$ cat config.mk
export PLATFORM = sky130hd
export DESIGN_NAME = compact_int_stream_decoder_core_flat
export DESIGN_NICKNAME = d
export VERILOG_FILES = /design/src/hdl/cisd_pkg.sv /design/src/hdl/cisd_if.sv /design/src/hdl/compact_int_stream_decoder_core.sv /design/src/hdl/cisd_decode.sv /design/src/flat_wrapper.sv
export SDC_FILE = /design/constraint.sdc
export NUM_CORES = 1
export LEC_CHECK = 0
export BUFFER_PORTS_ARGS = -buffer_cell sky130_fd_sc_hd__buf_2
export CAP_MARGIN = 10
export CORE_MARGIN = 10
export CORE_UTILIZATION = 25
export DETAILED_ROUTE_END_ITERATION = 7
export PLACE_DENSITY_LB_ADDON = 0.08
export SETUP_SLACK_MARGIN = 0.2
export SLEW_MARGIN = 20
export SYNTH_ARGS = -nofsm -noshare
export SYNTH_HDL_FRONTEND = slang
export SYNTH_SLANG_ARGS = --single-unit
$ cat constraint.sdc
create_clock -name clock -period 3.2 [get_ports clock]
set_input_delay 0.48 -clock clock [delete_from_list [all_inputs] [get_ports clock]]
set_output_delay 0.48 -clock clock [all_outputs]
set_load 0.03 [all_outputs]
$ cat src/hdl/cisd_pkg.sv
// ----------------------------------------------------------------------------
// cisd_pkg: shared types and constants
// Types and constants for the compact integer stream decoder: payload
// structs, the decoder state struct and the byte codes and counts.
// ----------------------------------------------------------------------------
package cisd_pkg;

   localparam int unsigned ByteWidth  = 8;
   localparam int unsigned ValueWidth = 32;
   localparam int unsigned CountWidth = 3;
   localparam int unsigned IndexWidth = 3;

   localparam logic [ByteWidth-1:0] PrefixShort = 8'h80;
   localparam logic [ByteWidth-1:0] PrefixLong  = 8'h81;

   localparam logic FormatEscape = 1'b0;
   localparam logic FormatVarint = 1'b1;

   localparam logic [IndexWidth-1:0] IndexIdle = 3'd0;
   localparam logic [IndexWidth-1:0] IndexLast = 3'd4;

   localparam logic [CountWidth-1:0] CountOne   = 3'd1;
   localparam logic [CountWidth-1:0] CountShort = 3'd3;
   localparam logic [CountWidth-1:0] CountFour  = 3'd4;
   localparam logic [CountWidth-1:0] CountLong  = 3'd5;

   typedef struct packed {
      logic [ByteWidth-1:0] in_byte;
      logic                 format_sel;
   } req_word_type;

   typedef struct packed {
      logic signed [ValueWidth-1:0] value;
      logic [CountWidth-1:0]        byte_count;
      logic                         format_used;
   } rsp_word_type;

   typedef struct packed {
      logic [IndexWidth-1:0] byte_index;
      logic [ValueWidth-1:0] accumulator;
      logic                  latched_format;
      logic                  wide_prefix;
   } dec_state_type;

endpackage

$ cat src/hdl/cisd_if.sv
// ----------------------------------------------------------------------------
// cisd_req_if / cisd_rsp_if: valid-ready channels
// Byte stream channel into the decoder and decoded value channel out.
// ----------------------------------------------------------------------------
interface cisd_req_if;
   logic                              valid;
   logic                              ready;
   logic [cisd_pkg::ByteWidth-1:0]    in_byte;
   logic                              format_sel;

   modport source (output valid, output in_byte, output format_sel, input ready);
   modport sink   (input valid, input in_byte, input format_sel, output ready);
endinterface

interface cisd_rsp_if;
   logic                                  valid;
   logic                                  ready;
   logic signed [cisd_pkg::ValueWidth-1:0] value;
   logic [cisd_pkg::CountWidth-1:0]       byte_count;
   logic                                  format_used;

   modport source (output valid, output value, output byte_count, output format_used,
                   input ready);
   modport sink   (input valid, input value, input byte_count, input format_used,
                   output ready);
endinterface

$ cat src/hdl/compact_int_stream_decoder_core.sv
// ----------------------------------------------------------------------------
// compact_int_stream_decoder_core: compact integer stream decoder
// Decodes escape-prefixed and seven-bit varint integers from a byte stream.
// ----------------------------------------------------------------------------
// One byte word enters per cycle unless the input side stalls. Each byte is
// captured in an input register and decoded against the held state in the
// next cycle. A completed value lands in the output register when the decode
// advances; rsp_ch.valid comes from that register, which follows the input
// register. Sustained rate is one byte per cycle while the sink keeps up.
// While the output register holds a word that the sink does not take, the
// byte in the input register waits whether or not it completes a value, and
// the input side stalls once that register is full.
module compact_int_stream_decoder_core (
   input  logic             clock,
   input  logic             reset,
   cisd_req_if.sink         req_ch,
   cisd_rsp_if.source       rsp_ch
);

   logic                    in_valid_ff;
   cisd_pkg::req_word_type  in_word_ff;
   logic                    out_valid_ff;
   cisd_pkg::rsp_word_type  out_word_ff;
   cisd_pkg::dec_state_type state_ff;

   cisd_pkg::dec_state_type state_in;
   cisd_pkg::rsp_word_type  result;
   logic                    emit;
   logic                    advance;
   logic                    req_take;

   cisd_decode u_decode (
      .word      (in_word_ff),
      .state_cur (state_ff),
      .state_nxt (state_in),
      .emit      (emit),
      .result    (result)
   );

   assign advance      = in_valid_ff && (!out_valid_ff || rsp_ch.ready);
   assign req_ch.ready = !in_valid_ff || advance;
   assign req_take     = req_ch.valid && req_ch.ready;

   assign rsp_ch.valid       = out_valid_ff;
   assign rsp_ch.value       = out_word_ff.value;
   assign rsp_ch.byte_count  = out_word_ff.byte_count;
   assign rsp_ch.format_used = out_word_ff.format_used;

   always_ff @(posedge clock) begin
      if (reset) begin
         in_valid_ff  <= 1'b0;
         out_valid_ff <= 1'b0;
         state_ff     <= '0;
      end else begin
         if (req_ch.ready) begin
            in_valid_ff <= req_ch.valid;
         end
         if (advance) begin
            state_ff     <= state_in;
            out_valid_ff <= emit;
         end else if (rsp_ch.ready) begin
            out_valid_ff <= 1'b0;
         end
      end
   end

   // payload: hold until taken
   always_ff @(posedge clock) begin
      if (req_take) begin
         in_word_ff.in_byte    <= req_ch.in_byte;
         in_word_ff.format_sel <= req_ch.format_sel;
      end
      if (advance && emit) begin
         out_word_ff <= result;
      end
   end

endmodule

$ cat src/hdl/cisd_decode.sv
// ----------------------------------------------------------------------------
// cisd_decode: per-byte decode step
// Combines one stream byte with the current decoder state; produces the
// next state and, when a value completes, the decoded word.
// ----------------------------------------------------------------------------
module cisd_decode (
   input  cisd_pkg::req_word_type  word,
   input  cisd_pkg::dec_state_type state_cur,
   output cisd_pkg::dec_state_type state_nxt,
   output logic                    emit,
   output cisd_pkg::rsp_word_type  result
);

   logic [cisd_pkg::ByteWidth-1:0]  b;
   logic [cisd_pkg::IndexWidth-1:0] k;
   logic                            first;
   logic [cisd_pkg::ValueWidth-1:0] acc_byte;
   logic [cisd_pkg::ValueWidth-1:0] acc_group;
   logic [cisd_pkg::ValueWidth-1:0] v4;

   assign b = word.in_byte;
   assign k = state_cur.byte_index;

   always_comb begin
      case (k)
         3'd1:    acc_byte = state_cur.accumulator | {24'd0, b};
         3'd2:    acc_byte = state_cur.accumulator | {16'd0, b, 8'd0};
         3'd3:    acc_byte = state_cur.accumulator | {8'd0, b, 16'd0};
         default: acc_byte = state_cur.accumulator | {b, 24'd0};
      endcase
      case (k)
         3'd1:    acc_group = state_cur.accumulator | {18'd0, b[6:0], 7'd0};
         default: acc_group = state_cur.accumulator | {11'd0, b[6:0], 14'd0};
      endcase
      v4 = state_cur.accumulator | {3'd0, b, 21'd0};
   end

   always_comb begin
      first     = (k == cisd_pkg::IndexIdle) || (k > cisd_pkg::IndexLast);
      state_nxt = state_cur;
      emit      = 1'b0;
      result    = '0;

      if (!first && state_cur.latched_format == cisd_pkg::FormatEscape) begin
         state_nxt.accumulator = acc_byte;
         if (!state_cur.wide_prefix && k == 3'd2) begin
            emit               = 1'b1;
            result.value       = {{16{acc_byte[15]}}, acc_byte[15:0]};
            result.byte_count  = cisd_pkg::CountShort;
            result.format_used = cisd_pkg::FormatEscape;
         end else if (state_cur.wide_prefix && k == cisd_pkg::IndexLast) begin
            emit               = 1'b1;
            result.value       = acc_byte;
            result.byte_count  = cisd_pkg::CountLong;
            result.format_used = cisd_pkg::FormatEscape;
         end else if (!state_cur.wide_prefix && k > 3'd2) begin
            first = 1'b1;
         end else begin
            state_nxt.byte_index = k + 3'd1;
         end
      end else if (!first) begin
         if (k == 3'd1 || k == 3'd2) begin
            state_nxt.accumulator = acc_group;
            if (b[7]) begin
               state_nxt.byte_index = k + 3'd1;
            end else begin
               emit               = 1'b1;
               result.value       = acc_group;
               result.byte_count  = k + 3'd1;
               result.format_used = cisd_pkg::FormatVarint;
            end
         end else if (k == 3'd3) begin
            emit               = 1'b1;
            result.value       = {{4{v4[28]}}, v4[27:0]};
            result.byte_count  = cisd_pkg::CountFour;
            result.format_used = cisd_pkg::FormatVarint;
         end else begin
            first = 1'b1;
         end
      end

      if (first) begin
         state_nxt                = state_cur;
         state_nxt.latched_format = word.format_sel;
         state_nxt.accumulator    = '0;
         if (word.format_sel == cisd_pkg::FormatEscape) begin
            if (b == cisd_pkg::PrefixShort || b == cisd_pkg::PrefixLong) begin
               state_nxt.wide_prefix = b[0];
               state_nxt.byte_index  = 3'd1;
            end else begin
               emit               = 1'b1;
               result.value       = {{24{b[7]}}, b};
               result.byte_count  = cisd_pkg::CountOne;
               result.format_used = cisd_pkg::FormatEscape;
            end
         end else if (b[7]) begin
            state_nxt.accumulator = {25'd0, b[6:0]};
            state_nxt.byte_index  = 3'd1;
         end else begin
            emit               = 1'b1;
            result.value       = {24'd0, b};
            result.byte_count  = cisd_pkg::CountOne;
            result.format_used = cisd_pkg::FormatVarint;
         end
      end

      if (emit) begin
         state_nxt.byte_index  = cisd_pkg::IndexIdle;
         state_nxt.accumulator = '0;
      end
   end

endmodule

$ cat src/flat_wrapper.sv
// flat-port wrapper written by rule: the top's interface ports become plain ports
module compact_int_stream_decoder_core_flat 
  (clock, reset, req_ch_valid, req_ch_in_byte, req_ch_format_sel, req_ch_ready, rsp_ch_valid, rsp_ch_value, rsp_ch_byte_count, rsp_ch_format_used, rsp_ch_ready);
  cisd_req_if req_ch_i ();
  cisd_rsp_if rsp_ch_i ();
  input  logic clock;
  input  logic reset;
  input wire logic [$bits(req_ch_i.valid)-1:0] req_ch_valid;
  input wire logic [$bits(req_ch_i.in_byte)-1:0] req_ch_in_byte;
  input wire logic [$bits(req_ch_i.format_sel)-1:0] req_ch_format_sel;
  output wire logic [$bits(req_ch_i.ready)-1:0] req_ch_ready;
  output wire logic [$bits(rsp_ch_i.valid)-1:0] rsp_ch_valid;
  output wire logic [$bits(rsp_ch_i.value)-1:0] rsp_ch_value;
  output wire logic [$bits(rsp_ch_i.byte_count)-1:0] rsp_ch_byte_count;
  output wire logic [$bits(rsp_ch_i.format_used)-1:0] rsp_ch_format_used;
  input wire logic [$bits(rsp_ch_i.ready)-1:0] rsp_ch_ready;
  assign req_ch_i.valid = req_ch_valid;
  assign req_ch_i.in_byte = req_ch_in_byte;
  assign req_ch_i.format_sel = req_ch_format_sel;
  assign req_ch_ready = req_ch_i.ready;
  assign rsp_ch_valid = rsp_ch_i.valid;
  assign rsp_ch_value = rsp_ch_i.value;
  assign rsp_ch_byte_count = rsp_ch_i.byte_count;
  assign rsp_ch_format_used = rsp_ch_i.format_used;
  assign rsp_ch_i.ready = rsp_ch_ready;
  compact_int_stream_decoder_core u_core (.clock(clock), .reset(reset), .req_ch(req_ch_i), .rsp_ch(rsp_ch_i));
endmodule
Yosys cells after proc, flatten, opt, wreduce, memory -nomap -nowiden
Index checks and enable logic that the tools add are counted.

word-level totals
  bits in registers = 84

operators by class
  order comparisons = 2
  reductions and logical operators = 24
  eq/ne operators = 12
  mux-type cells = 48
  bitwise operators = 9
  $add $sub $neg = 1

operators by type and width
  kind                  number
  $mux W36              11
  $mux W35              5
  $pmux W32 S3          1
  $mux W32              2
  $mux W37              1
  $or A32 B14 Y32       1
  $or A32 B16 Y32       1
  $or A32 B21 Y32       1
  $or A32 B24 Y32       1
  $or A32 B32 Y32       1
  $or A32 B8 Y32        1
  $or A29 B29 Y29       1
  $mux W1               22
  $mux W3               6
  $eq A8 B8 Y1 const B  2
  $ne A4 B3 Y1 const B  4
  $reduce_and A9 Y1     1
  $reduce_bool A4 Y1    2
  $logic_and A1 B1 Y1   7
  $eq A3 B2 Y1 const B  2
  $logic_or A1 B1 Y1    5
  $logic_not A1 Y1      4
  $ne A4 B1 Y1 const B  1
  $ne A4 B2 Y1 const B  1
  11 further kinds      12

Logic depth before layout (Yosys ltp)
  word-level depth = 10
  depth in mapped cells = 12
  mapped depth without buffers = 8

Cells and area by module
From an unflattened synthesis, not the netlist that was laid out.

unflattened totals
  cell total of the unflattened synthesis = 662
  area total of the unflattened synthesis = 5,806.8 um^2

modules (own cells, without submodules)
  module                           area an instance (um^2)  cells each  instances  seq. area each (um^2)
  compact_int_stream_decoder_core  3,125.5                  217         1          2,132.0
  cisd_decode                      2,681.3                  445         1          0.0

Worst setup path before layout
OpenSTA, ideal clock, no wires.

  kind = register to register
  start = reg u_core.state_ff[34] (netlist bit)
  end = reg u_core.out_word_ff, in the netlist u_core.rsp_ch.byte_count[0], enable pin
  setup slack = 0.078 ns
  setup time = 0.397 ns
  arrival = 2.725 ns
  path buffers = 2
  clock period less this slack = 3.122 ns
  cell stages (with the launch flop) = 10
  data required time = 2.803 ns
  cell sequence = dfxtp_1 > buf_4 > inv_1 > ha_1 > ha_1 > nor2_1 > o21a_1 > buf_2 > nor4_2 > or2_1

between the ends
  longest elaborated chain between the ends = 9
  elaborated cells on any way between the ends = 32
  classes of those cells = order compare: 2; eq/ne: 4; mux: 17; reduce/logical: 9

RTL lines
  element                                      RTL line                               text
  start: declaration                           compact_int_stream_decoder_core.sv:24  cisd_pkg::dec_state_type state_ff;
  start signal: assignment                     compact_int_stream_decoder_core.sv:59  state_ff <= state_in;
  $gt A3 B3 Y1 (tied with other cells)         cisd_decode.sv:39                      first = (k == cisd_pkg::IndexIdle) || (k > cisd_pkg::IndexLast);
  $logic_or A1 B1 Y1 (tied with other cells)   cisd_decode.sv:39
  $logic_not A1 Y1 (tied with other cells)     -
  $logic_and A1 B1 Y1 (tied with other cells)  cisd_decode.sv:44                      if (!first && state_cur.latched_format == cisd_pkg::FormatEscape) begin
  $mux W1                                      cisd_decode.sv:44
  $mux W1, on equally long branches            cisd_decode.sv:87, cisd_decode.sv:96
  $mux W1                                      cisd_decode.sv:86                      if (word.format_sel == cisd_pkg::FormatEscape) begin
  $mux W1 *                                    cisd_decode.sv:82                      if (first) begin
  $logic_and A1 B1 Y1 *                        compact_int_stream_decoder_core.sv:73  if (advance && emit) begin
  end signal: assignment                       compact_int_stream_decoder_core.sv:74  out_word_ff <= result;
  end: declaration                             compact_int_stream_decoder_core.sv:23  cisd_pkg::rsp_word_type out_word_ff;

Mark *: on every way between the ends. The rest lies on a longest branch, timed or not.
A chain may end at the register's enable or synchronous reset.

==> run summary <==
Post-route design area: 5600 sq um
N_diodes: 0
Final HPWL from detailed placement: 11700 um
Clk Latency, worst-skew pair: 0.35 ns
Post-CTS Setup Inserts: 0
Fin Setup TNS: 0 ns
Setup WS post-layout: 0.357 ns
Synthesized Nets: 494
Final period utilization: 0.889
Slew Limit Fails: 0
Vias in the first global route: 4227
Fmax: 352 MHz
First drt pass iteration count: 5
Largest net degree at the start of global routing: 31
Total Nets Final: 547
Routed vias/inst: 5.59
DIE AREA: 24500 sq um
Num rows: 49
GP Congestion: 0.947
Async set-reset flop share out of synthesis: 0
R2R Path Start: u_core.state_ff[35]
P_leak: 2.06 nW
Multi-input logic area: 2290 sq um
Die Wd: 156 um
Clock transition at path regs: 0.06 ns
CTS Buf Count: 9
Top FF cell, synth: edfxtp_1
Hold path depth: 1
Final std cells w/o fill: 763
RSZ-0062 raised after global routing: false
Fill cells: 1934
Final setup vio count: 0
Synthesized instance count: 476
Util after Layout: 0.308
Worst Hold Class: input pin to flop
Vias: 4262
Synth Area in Compound Gates: 0.325
Synth cell count leaders: 52 x a21oi_1, 45 x edfxtp_1, 39 x dfxtp_1, 33 x nor2_1
Clock Sinks: 84
Worst hold slack: 0.308 ns
CP Max Fanout: 11
R2r worst-path depth: 8
Part of the Yosys area used for sequential elements: 0.459
WP data required: 3.28 ns
Chip height: 156 um
Adder-cell share of the synthesized area: 0.0135
Gr usage total: 0.136
Pwr Total: 2.65 mW
Routed WL: 16700 um
Area delta synth->final: 20.4%
Max cap viols: 0
Fin Clk Skew: 0.00815 ns
DR DRC count: 0
Pre-CTS setup slack: 0.251 ns
Layout cells sized above 1: 0.236
Critical R2R Capture: u_core.rsp_ch.value[21]
Core box area: 18100 sq um
First-pass GRT wire length: 25600 um
Io pins: 51
Hold EP: u_core.in_word_ff[1]
Port buffer count: 50
FF+latch area: 2130 sq um
Flops & latches, synth: 84
Total grt overflow: 0
Worst-margin pin slew: 0.939 ns
Post-synthesis mux area share: 0.00215
Post-Synth XOR/XNOR Area: 0
Synth Cell Area: 4650 sq um
DRT antenna net count: 0
Initial antenna violation count: 0
Maximum vdd drop: 248 uV
Simple-Gate Fraction of Synth Area: 0.149
EDFF count, synth: 45
Post-route minimum period: 2.84 ns
Placed inst area: 5290 sq um
1st-iter DRT viols: 415
Top-count cell post-synth: a21oi_1
CTS root buf: clkbuf_16
Status: complete, no violations
Share of the synthesized area in the top cell type: 0.291
Largest family of logic cells by synthesized area: compound AO/OA/AOI/OAI gates
Area leader, netlist: edfxtp_1
Critical path launch point type: flop
Yosys warnings: 0
Final hold vios: 0
CTS tree: yes
Placed insts: 747
Clock Path Buffers: 2
Critical Path AT: 2.93 ns
Count of cell types in the netlist: 67
Routed WL per cell: 21.8 um
Main area contributors after synthesis: edfxtp_1 29%, dfxtp_1 17%, a22o_1 6.0%
Slew headroom: 0.368
Initial Utilization: 0.256
PD cells: 474 nW/um^2
H-tree levels: 3
FF-to-FF setup slack: 0.36 ns
Mean Syn Cell Area: 9.77 sq um
Kind of critical path: flop to flop
CP endpoint kind: flop
Hold_sp: req_ch_in_byte[0]
-- sequential cells by signal, summed over array words and instances (netlist names) --
| name | count |
|---|---|
| u_core.in_word_ff | 9 |
| u_core.rsp_ch.value | 32 |
| u_core.rsp_ch.format_used | 1 |
| u_core.in_valid_ff | 1 |
| u_core.state_ff | 37 |
| u_core.rsp_ch.valid | 1 |
| u_core.rsp_ch.byte_count | 3 |
-- cells in the final DEF (no fill, tap or decap), types with 4 or more instances in the layout --
master     instances
a21oi_1           52
buf_2             50
edfxtp_1          45
dfxtp_1           39
buf_4             35
nor2_1            33
o21ai_0           32
a22o_1            32
nand2_1           17
and2_1            13
and3_1            12
nor3_1             9
inv_1              9
a21boi_0           9
clkbuf_16          9
a21o_1             6
a221oi_1           6
nand3_1            6
nor2b_1            5
nand2b_1           5
a32o_1             5
a22oi_1            5
a41oi_1            5
a221o_1            5
o221a_1            5
ha_1               5
nor4_1             4
a31oi_1            4
a311oi_1           4
o211a_1            4
-- cell families (layout without fill, tap and decap cells) --
logic type                 after synthesis  after routing
and+or+nand+nor                        125            125
AOI/OAI and AO/OA                      206            206
buffers and inverters                   55            113
DFF                                     84             84
muxes                                    1              1
adders and majority gates                5              5
-- critical path, stage by stage (launching register included) --
cell	delay (ns)
dfxtp_1	0.49
inv_1	0.11
ha_1	0.19
ha_1	0.28
nand2b_1	0.25
a221oi_4	0.46
or3_1	0.33
and2_1	0.34
a31oi_1	0.13
-- per-layer routing --
layer | vias up | part of all wire | track usage
met5 | - | 0 | 0
met4 | 0 | 0.022 | 0.0499
met3 | 24 | 0.057 | 0.0318
met2 | 174 | 0.44 | 0.209
met1 | 2107 | 0.48 | 0.181
li1 | 1957 | - | -
-- worst max path at each step --
stage	slack, ns	end	from
3_3_place_gp	0.41	u_core.rsp_ch.value[22]	u_core.state_ff[35]
3_5_place_dp	0.25	u_core.rsp_ch.value[21]	u_core.state_ff[35]
6_report	0.36	u_core.rsp_ch.value[21]	u_core.state_ff[35]
2_1_floorplan	0.43	u_core.rsp_ch.byte_count[0]	u_core.state_ff[34]
4_1_cts	0.23	u_core.rsp_ch.value[21]	u_core.state_ff[35]
5_1_grt	0.21	u_core.rsp_ch.value[21]	u_core.state_ff[35]
-- timing repair --
item	in CTS	in global routing
setup endpoints to repair	0	81
hold buffers	0	0
resized for setup	0	3
-- cell type report --
cell class              count  area share
repair buffers             87      0.0988
flip-flops and latches     84       0.381
clock buffers              11      0.0434
clock inverters             5     0.00917
multi-input cells         337       0.410
well taps                 229      0.0512
inverters                  10     0.00671
-- power breakdown --
| group | total [mW] | switching (mW) | internal [mW] |
|---|---|---|---|
| clock | 1.06 | 0.439 | 0.621 |
| sequential | 1.22 | 0.0326 | 1.19 |
| combinational | 0.373 | 0.247 | 0.125 |
(Power assumes the default switching activity.)
